<file path="src/rtl/vfat_pkg.sv">
`timescale 1ns / 1ps

package vfat_pkg;

  typedef enum logic [1:0] {
    CLOSE_NONE      = 2'd0,
    CLOSE_DELIVERED = 2'd1,
    CLOSE_DROPPED   = 2'd2,
    CLOSE_DISCARDED = 2'd3
  } close_status_e;

  localparam logic [7:0] FLAG_FORCE_DELIVER = 8'd1;

  localparam logic [7:0] CFG_ACK_FRAME_TYPE = 8'd0;
  localparam logic [7:0] CFG_ACK_CHANNEL    = 8'd1;

  // One acknowledgment as it leaves the block.
  typedef struct packed {
    logic [15:0]   ack_frame;
    logic [63:0]   ack_bits_low;
    logic [63:0]   ack_bits_high;
    logic [7:0]    sequence_res;
    close_status_e closed_status;
    logic [15:0]   closed_frame;
  } ack_t;

endpackage

</file>
<file path="src/rtl/video_fragment_ack_tracker.sv">
// Fragment acknowledgment tracker for the receive side of a fragmented video stream.
// Input channel: one fragment header per request (frame number, flags, fragment
// index, fragments per frame), accepted when in_valid_i is high and in_stall_o low.
// Output channel: one acknowledgment per request (current frame, 128-bit received
// bitmap in two halves, sequence number, and the status and number of any frame
// that the request closed), taken when out_valid_o is high and out_stall_i low.
// The acknowledgment is registered. Throughput is one request per cycle while in_stall_o
// is low; the frame state is updated in the accepting cycle by a compare, a bitmap
// clear-and-set and a completeness test over the bitmap.
// A two-entry output buffer (result register plus skid register) lets the block
// take one more request while the receiver stalls; in_stall_o rises only when both
// entries are full, so it is a registered signal.
// Reset clears the frame state, the bitmap and the sequence counter, and empties
// the output buffer. The configuration port holds the acknowledgment header bytes
// (frame type at index 0, channel at index 1); write it only while the block is idle.
`timescale 1ns / 1ps

module video_fragment_ack_tracker
  import vfat_pkg::*;
#(
  parameter int MAX_FRAGMENTS = 128
) (
  input  logic        clk_i,
  input  logic        rst_ni,

  input  logic        cfg_we_i,
  input  logic [7:0]  cfg_index_i,
  input  logic [7:0]  cfg_data_i,

  input  logic        in_valid_i,
  output logic        in_stall_o,
  input  logic [15:0] frame_number_i,
  input  logic [7:0]  frame_flags_i,
  input  logic [6:0]  fragment_index_i,
  input  logic [7:0]  fragments_in_frame_i,

  output logic        out_valid_o,
  input  logic        out_stall_i,
  output logic [15:0] ack_frame_o,
  output logic [63:0] ack_bits_low_o,
  output logic [63:0] ack_bits_high_o,
  output logic [7:0]  sequence_res_o,
  output logic [1:0]  closed_status_o,
  output logic [15:0] closed_frame_o
);

  localparam int         MaskW   = MAX_FRAGMENTS;
  localparam logic [7:0] MaxFrag = 8'(MAX_FRAGMENTS);

  // Acknowledgment header bytes.
  logic [7:0] ack_frame_type_q;
  logic [7:0] ack_channel_q;

  logic [15:0]      cur_frame_q,  cur_frame_d;
  logic [7:0]       cur_flags_q,  cur_flags_d;
  logic [7:0]       exp_count_q,  exp_count_d;
  logic             any_recv_q;
  logic [MaskW-1:0] mask_q,       mask_d;
  logic [7:0]       seq_q,        seq_d;

  logic             out_valid_q, skid_valid_q;
  ack_t             out_q, skid_q, res_d;

  logic             accept;
  logic             out_ready;
  logic             new_frame;
  logic             frame_done;
  logic [MaskW-1:0] need_mask;
  logic [MaskW-1:0] set_mask;
  logic [127:0]     bits_full;
  close_status_e    status_d;

  assign out_ready  = !out_valid_q || !out_stall_i;
  assign in_stall_o = skid_valid_q;
  assign accept     = in_valid_i && !skid_valid_q;

  // Bit i of need_mask marks a fragment that the stored frame expects.
  always_comb begin
    for (int i = 0; i < MaskW; i++) begin
      need_mask[i] = (8'(i) < exp_count_q);
    end
  end

  // A frame expecting more fragments than can be marked is never complete.
  assign frame_done = (exp_count_q <= MaxFrag) && (&(mask_q | ~need_mask));
  assign new_frame  = (frame_number_i != cur_frame_q);

  always_comb begin
    status_d = CLOSE_NONE;
    if (new_frame && any_recv_q) begin
      if (cur_flags_q == FLAG_FORCE_DELIVER || frame_number_i > cur_frame_q) begin
        status_d = frame_done ? CLOSE_DELIVERED : CLOSE_DROPPED;
      end else begin
        status_d = CLOSE_DISCARDED;
      end
    end
  end

  always_comb begin
    set_mask = '0;
    if ({1'b0, fragment_index_i} < MaxFrag) begin
      set_mask = MaskW'(1) << fragment_index_i;
    end
    cur_frame_d = new_frame ? frame_number_i       : cur_frame_q;
    cur_flags_d = new_frame ? frame_flags_i        : cur_flags_q;
    exp_count_d = new_frame ? fragments_in_frame_i : exp_count_q;
    mask_d      = (new_frame ? '0 : mask_q) | set_mask;
    seq_d       = seq_q + 8'd1;

    bits_full            = '0;
    bits_full[MaskW-1:0] = mask_d;

    res_d.ack_frame     = cur_frame_d;
    res_d.ack_bits_low  = bits_full[63:0];
    res_d.ack_bits_high = bits_full[127:64];
    res_d.sequence_res  = seq_d;
    res_d.closed_status = status_d;
    res_d.closed_frame  = (status_d != CLOSE_NONE) ? cur_frame_q : 16'd0;
  end

  always_ff @(posedge clk_i or negedge rst_ni) begin
    if (!rst_ni) begin
      ack_frame_type_q <= '0;
      ack_channel_q    <= '0;
      cur_frame_q      <= '0;
      cur_flags_q      <= '0;
      exp_count_q      <= '0;
      any_recv_q       <= 1'b0;
      mask_q           <= '0;
      seq_q            <= '0;
      out_valid_q      <= 1'b0;
      skid_valid_q     <= 1'b0;
    end else begin
      if (cfg_we_i && cfg_index_i == CFG_ACK_FRAME_TYPE) begin
        ack_frame_type_q <= cfg_data_i;
      end
      if (cfg_we_i && cfg_index_i == CFG_ACK_CHANNEL) begin
        ack_channel_q <= cfg_data_i;
      end
      if (accept) begin
        cur_frame_q <= cur_frame_d;
        cur_flags_q <= cur_flags_d;
        exp_count_q <= exp_count_d;
        any_recv_q  <= 1'b1;
        mask_q      <= mask_d;
        seq_q       <= seq_d;
      end
      if (out_ready) begin
        if (skid_valid_q) begin
          out_valid_q  <= 1'b1;
          skid_valid_q <= 1'b0;
        end else begin
          out_valid_q <= accept;
        end
      end else if (accept) begin
        skid_valid_q <= 1'b1;
      end
    end
  end

  always_ff @(posedge clk_i) begin
    if (out_ready) begin
      if (skid_valid_q) begin
        out_q <= skid_q;
      end else if (accept) begin
        out_q <= res_d;
      end
    end else if (accept) begin
      skid_q <= res_d;
    end
  end

  assign out_valid_o     = out_valid_q;
  assign ack_frame_o     = out_q.ack_frame;
  assign ack_bits_low_o  = out_q.ack_bits_low;
  assign ack_bits_high_o = out_q.ack_bits_high;
  assign sequence_res_o  = out_q.sequence_res;
  assign closed_status_o = out_q.closed_status;
  assign closed_frame_o  = out_q.closed_frame;

`ifndef SYNTHESIS
  a_skid_needs_out: assert property (@(posedge clk_i) disable iff (!rst_ni)
    skid_valid_q |-> out_valid_q)
    else $error("skid entry held while result register is empty");

  a_seq_step: assert property (@(posedge clk_i) disable iff (!rst_ni)
    accept |=> seq_q == 8'($past(seq_q) + 8'd1))
    else $error("sequence number did not advance by one on a request");

  a_recv_set: assert property (@(posedge clk_i) disable iff (!rst_ni)
    accept |=> any_recv_q && cur_frame_q == $past(frame_number_i))
    else $error("frame state not taken over after a request");

  a_closed_zero: assert property (@(posedge clk_i) disable iff (!rst_ni)
    (out_valid_q && out_q.closed_status == CLOSE_NONE) |-> out_q.closed_frame == 16'd0)
    else $error("closed frame number set without a closed frame");

  a_out_fill: assert property (@(posedge clk_i) disable iff (!rst_ni)
    (accept && !out_valid_q) |=> out_valid_q && !skid_valid_q)
    else $error("request into empty buffer did not land in result register");
`endif

endmodule

</file>
<file path="config.mk">
export PLATFORM = sky130hd
export DESIGN_NAME = video_fragment_ack_tracker
export DESIGN_NICKNAME = d
export VERILOG_FILES = /design/src/rtl/vfat_pkg.sv /design/src/rtl/video_fragment_ack_tracker.sv
export SDC_FILE = /design/constraint.sdc
export NUM_CORES = 1
export LEC_CHECK = 0
export CORE_UTILIZATION = 25
export DETAILED_ROUTE_END_ITERATION = 8
export DONT_BUFFER_PORTS = 1
export GPL_TIMING_DRIVEN = 0
export PLACE_DENSITY = 0.37
export SLEW_MARGIN = 20
export SYNTH_ARGS = -nofsm -noshare
export SYNTH_HDL_FRONTEND = slang
export SYNTH_SLANG_ARGS = --single-unit
</file>
<file path="constraint.sdc">
create_clock -name clk_i -period 11.54 [get_ports clk_i]
set_input_delay 0 -clock clk_i [delete_from_list [all_inputs] [get_ports clk_i]]
set_output_delay 0 -clock clk_i [all_outputs]
set_load 0.005 [all_outputs]
</file>
== After elaboration in Yosys (flattened, before gate mapping) ==
Cells that the tools add are included.
Word-level totals
  bits in registers: 511
  input port bits: 60
  output and inout port bits: 172
  logic and storage cells: 184
Cells by class
  $add $sub $neg: 1
  magnitude comparators: 130
  equality and inequality tests: 2
  shifts and indexed selects: 1
  multiplexer cells: 11
  bitwise gates (word level): 4
  reduce and logical (&&, ||, !) cells: 15
Operators by type and width (number)
  7-bit by 8-bit less-than comparator with 1-bit output (first input constant): 64
  170-bit 2-to-1 mux: 2
  6-bit by 8-bit less-than comparator with 1-bit output (first input constant): 32
  128-bit bitwise OR: 2
  5-bit by 8-bit less-than comparator with 1-bit output (first input constant): 16
  128-bit 2-to-1 mux: 1
  128-bit NOT: 1
  128-bit AND reduction: 1
  1-bit by 7-bit left shift with 128-bit output (first input constant): 1
  4-bit by 8-bit less-than comparator with 1-bit output (first input constant): 8
  3-bit by 8-bit less-than comparator with 1-bit output (first input constant): 4
  16-bit 2-to-1 mux: 2
  16-bit greater-than comparator: 1
  1-bit by 8-bit less-than comparator with 1-bit output (first input constant): 2
  2-bit by 8-bit less-than comparator with 1-bit output (first input constant): 2
  16-bit inequality test: 1
  8-bit by 1-bit adder with 8-bit output (second input constant): 1
  8-bit by 1-bit equality test with 1-bit output (second input constant): 1
  8-bit <= comparator (second input constant): 1
  2-bit 2-to-1 mux: 3
  2-bit AND reduction: 3
  2-bit nonzero test: 3
  1-bit logical AND: 3
  1-bit logical NOT: 3
  other kinds (3): 6

== Depth between registers and ports, before layout ==
  word-level depth: 12
  gate-level depth with buffers: 11
  depth with buffers taken out: 11

== Worst setup path before layout ==
Ideal clock, no wire load.
  kind: reg2reg
  start: reg skid_valid_q, in the netlist in_stall_o
  end: reg out_q (netlist bit ack_bits_high_o[0]) (enable)
  library setup time: 0.756 ns
  arrival time: 9.211 ns
  required time: 10.784 ns
  slack: 1.573 ns
  cell stages (with the launch flop): 5
  buffers on the path: 2
  period minus slack after synthesis: 9.967 ns
  path through: dfrtp_1 > clkbuf_8 > clkbuf_1 > nor2_1 > a21oi_1
On the way
  word-level cells in the longest chain between the ends: 4
RTL lines
  from (decl): line video_fragment_ack_tracker.sv:61  | logic out_valid_q, skid_valid_q;
  from (signal assigned): line video_fragment_ack_tracker.sv:132  | skid_valid_q <= 1'b0;
  from (signal assigned): line video_fragment_ack_tracker.sv:151  | skid_valid_q <= 1'b0;
  from (signal assigned): line video_fragment_ack_tracker.sv:156  | skid_valid_q <= 1'b1;
  1-bit logical NOT: line video_fragment_ack_tracker.sv:75  | assign accept = in_valid_i && !skid_valid_q;
  1-bit logical AND: line video_fragment_ack_tracker.sv:75
  2-bit nonzero test (no line) *
  2-bit AND reduction (no line) *
  to (signal assigned): line video_fragment_ack_tracker.sv:164  | out_q <= skid_q;
  to (signal assigned): line video_fragment_ack_tracker.sv:166  | out_q <= res_d;
  to (decl): line video_fragment_ack_tracker.sv:62  | ack_t out_q, skid_q, res_d;
Every way passes the cells marked *; elsewhere a longest branch is shown, timed or not.
A chain may end at the register's enable or synchronous reset.

== Final worst setup path ==
  start: reg exp_count_q[3]
  end: reg out_q (netlist bit closed_status_o[1]) (data pin)
On the way
  word-level cells in the longest chain between the ends: 10
  elaborated cells on any way between the ends: 138
  classes of those cells: order compare: 129; mux: 5; bitwise: 2; reduce/logical: 2
RTL lines
  from (decl): line video_fragment_ack_tracker.sv:56  | logic [7:0] exp_count_q, exp_count_d;
  from (signal assigned): line video_fragment_ack_tracker.sv:143  | exp_count_q <= exp_count_d;
  1-bit by 8-bit less-than comparator with 1-bit output, or another cell as far along: line video_fragment_ack_tracker.sv:80  | need_mask[i] = (8'(i) < exp_count_q);
  128-bit NOT: line video_fragment_ack_tracker.sv:85  | assign frame_done = (exp_count_q <= MaxFrag) && (&(mask_q | ~need_mask));
  128-bit bitwise OR: line video_fragment_ack_tracker.sv:85
  128-bit AND reduction: line video_fragment_ack_tracker.sv:85
  1-bit logical AND *: line video_fragment_ack_tracker.sv:85
  2-bit 2-to-1 mux *: line video_fragment_ack_tracker.sv:92  | status_d = frame_done ? CLOSE_DELIVERED : CLOSE_DROPPED;
  2-bit 2-to-1 mux *: line video_fragment_ack_tracker.sv:91  | if (cur_flags_q == FLAG_FORCE_DELIVER || frame_number_i > cur_frame_q) begin
  2-bit 2-to-1 mux *: line video_fragment_ack_tracker.sv:90  | if (new_frame && any_recv_q) begin
  170-bit 2-to-1 mux *: line video_fragment_ack_tracker.sv:165  | end else if (accept) begin
  170-bit 2-to-1 mux *: line video_fragment_ack_tracker.sv:163  | if (skid_valid_q) begin
Every way passes the cells marked *; elsewhere a longest branch is shown, timed or not. The select of a mux whose other input is x is not followed.

==> impl_metrics.toml <==
[status]
status = "complete, but fails checks"
failed_checks = "DRC, hold timing"

[layout]
nets = 1797
final_cell_mix = "edfxtp_1 (340), mux2_2 (214), a22o_1 (208)"
area.growth.synth_to_final_pct = 19.6
final_cells = 2939
finalCoreUtilization_pct = 30.2
drive_above_1_share_pct = 21.6
layout_commonest_cell = "edfxtp_1"
design_area_um2 = 26800

[power]
worst_ir_drop_vdd_v = 0.0000973
power.density_nw_per_um2 = 173
total_leakage_power_nw = 9.67
p_sw_mw = 1.23
combPwrFrac_pct = 11.6
p_clk_share_pct = 41.2
p_int_mw = 3.41
p_total_mw = 4.64
switching_share_pct = 26.4
p_seq_share_pct = 47.2

[floorplan]
die_area_um2 = 90700
initial_utilization_pct = 25.3
die_w_um = 301
rows = 109
coreArea_um2 = 88500
io_pins = 232
die_h_um = 301

[setup_path]
cp_top_family = "simple AND/OR/NAND/NOR gates"
required_ns = 11.91
reg2regPathDepth = 11
timing.rr.start = "exp_count_q[3]"
worstPathArrival_ns = 4.83
reg2reg_to = "closed_status_o[1]"
crit_buf_inv = 2
crit_start = "exp_count_q[3]"
crit_type = "flop to flop"
path_max_fanout = 10
crit_path_max_incr_delay_ns = 0.75
r2r_slack_ns = 7.08
end_kind = "flop"
path_cells = "clkbuf_1, nor2_1, clkbuf_1, a21oi_1, nor2_1, nand3_1, nor4_1, nand4_1, nor4_2, nand3_1, o21a_1"
slowest_stage = "nor2_1"
critPathLaunchType = "flop"

[placement]
place.gp.congestion = 0.907
dpl_cell_area_um2 = 24300
port-buffer-count = 0
post-place-ws_ns = 7.11
dp_hpwl_um = 62600
dp_cells = 2779

[cts]
ctsLongestPathBuffers = 3
cts_tree = "built"
insertion_delay_ns = 0.64
cts_root_buf = "clkbuf_16"
post_cts_buffers = 0
path_clk_slew_ns = 0.06
h-tree-depth = 2
clock-sinks = 511
cts_made_buffers = 60
postCtsHoldBufs = 44
ctsResizeCount = 0

[timing]
worst_pin_slew_ns = 1.26
setup_viol = 0
rsz0062_at_grt = "no"
min_period_ns = 4.46
holdWs_ns = -0.0276
fin_skew_ns = 0.0290
slew_violations = 0
fmax_mhz = 224
max_slew_margin_pct = 15.8
final_hold_viol_count = 4
fin_ws_ns = 7.08
post-route-period-util_pct = 38.6

[logic_synthesis]
synth_flop_cell = "edfxtp_1"
ys_seq_elements = 511
ys.warnings.count = 0
synth_top_family_by_area = "compound AO/OA/AOI/OAI gates"
netlist_area_um2 = 22400
ys_seq_area_share_pct = 64.8
synth_edf_count = 340
synth_xor_area_share_pct = 0.509
synthesis.nets = 1672
syn_inst = 1595
synthAdderAreaFrac_pct = 1.09
synth.top_cells.by_area = "edfxtp_1 (46%), dfrtp_1 (19%), mux2_2 (11%)"
yosysUniqueCellTypes = 64
synth_top_area_share_pct = 45.6
synthSimpleGateAreaFrac_pct = 6.52
yosys.area.top_type = "edfxtp_1"
synth_compound_area_share_pct = 13.8
avgSynthCellArea_um2 = 14.0
yosys-mux-area-fraction_pct = 10.8
synthArstFlopShare_pct = 33.5

[min_path]
hold_path_class = "primary input to async pin"

[routing]
met1_length_um = 40200
drc = 33
wl_um = 87500
ant_nets = 0
top_layer_used = "met4"
wl_per_cell_um = 29.8
drt_iter0_markers = 1052
drt_pass1_iterations = 7
num_vias = 14700
wl_met2_um = 41300
wl_met3_um = 4510
viasPerCell = 4.99

[grt]
gr-usage-all-layers_pct = 19.1
antenna_found_initial = 2
gr-total-overflow = 0
grt_max_degree = 172
grt_pass1_vias = 14900
grt_pass1_wl_um = 122000

[job]
max_cap_viol_count = 0
-- power by group through the flow --
stage | Combinational, mW | Clock [mW] | Sequential (mW)
floorplan | 0.302 | 0 | 2.22
global placement | 0.481 | 0 | 2.27
detailed placement | 0.513 | 0 | 2.23
CTS | 0.546 | 1.97 | 2.19
global route | 0.575 | 2.04 | 2.20
finish | 0.536 | 1.91 | 2.19
-- metal layers --
layer | vias up | track usage (%)
li1 | 6407 | -
met1 | 7732 | 26.7
met2 | 442 | 30.9
met3 | 93 | 3.52
met4 | 0 | 3.98
met5 | - | 0
-- synth_stat cells (all sizes together), types with 18 or more instances --
cell / count
edfxtp: 340
nand2b: 18
buf: 23
mux2: 214
nor2: 65
dfrtp: 171
a22o: 208
nand3: 18
and2: 18
clkbuf: 87
a21oi: 74
o21ai: 68
nor3: 18
nand2: 91
inv: 26
-- worst max path at each step --
stage | slack [ns] | cells past startpoint | endpoint
global placement | -4.66 | 4 | ack_bits_high_o[0]
global route | 6.92 | 11 | closed_status_o[1]
finish | 7.08 | 11 | closed_status_o[1]
floorplan | 1.57 | 4 | ack_bits_high_o[0]
CTS | 7.09 | 11 | closed_status_o[1]
detailed placement | 7.11 | 11 | closed_status_o[1]
-- sequential cells by signal (all words and copies together) (netlist names) --
signal           cells
skid_q             170
mask_q             128
ack_bits_high_o     64
ack_bits_low_o      64
ack_frame_o         16
closed_frame_o      16
cur_frame_q         16
cur_flags_q          8
exp_count_q          8
seq_q                8
sequence_res_o       8
closed_status_o      2
any_recv_q           1
in_stall_o           1
out_valid_o          1
-- metrics by stage --
stage	hold WS [ns]	setup TNS [ns]
finish	-0.0276	0
detailed placement	-0.283	0
CTS	0.00882	0
global placement	-0.280	-1160.37
global route	0.0550	0
floorplan	-0.296	0
-- cell families (layout without fill, tap and decap cells) --
| family | after synthesis | after routing |
|---|---|---|
| flip-flops | 511 | 511 |
| AND/OR/NAND/NOR | 281 | 281 |
| AO/OA/AOI/OAI | 420 | 420 |
| buffers and inverters | 136 | 313 |
| XOR/XNOR | 13 | 13 |
| other | 0 | 2 |
| adder cells (fa/ha/maj) | 20 | 20 |
| multiplexers | 214 | 214 |
-- area by class of cell --
class	count	area [um2]
Antenna cell	2	5.00
Buffer	110	490
Clock buffer	92	1780
Clock inverter	22	179
Fill cell	8881	61800
Inverter	26	97.6
Multi-Input combinational cell	948	7350
Sequential cell	511	14500
Tap cell	1165	1460
Timing Repair Buffer	63	903
Power figures use the tool's default switching activity.
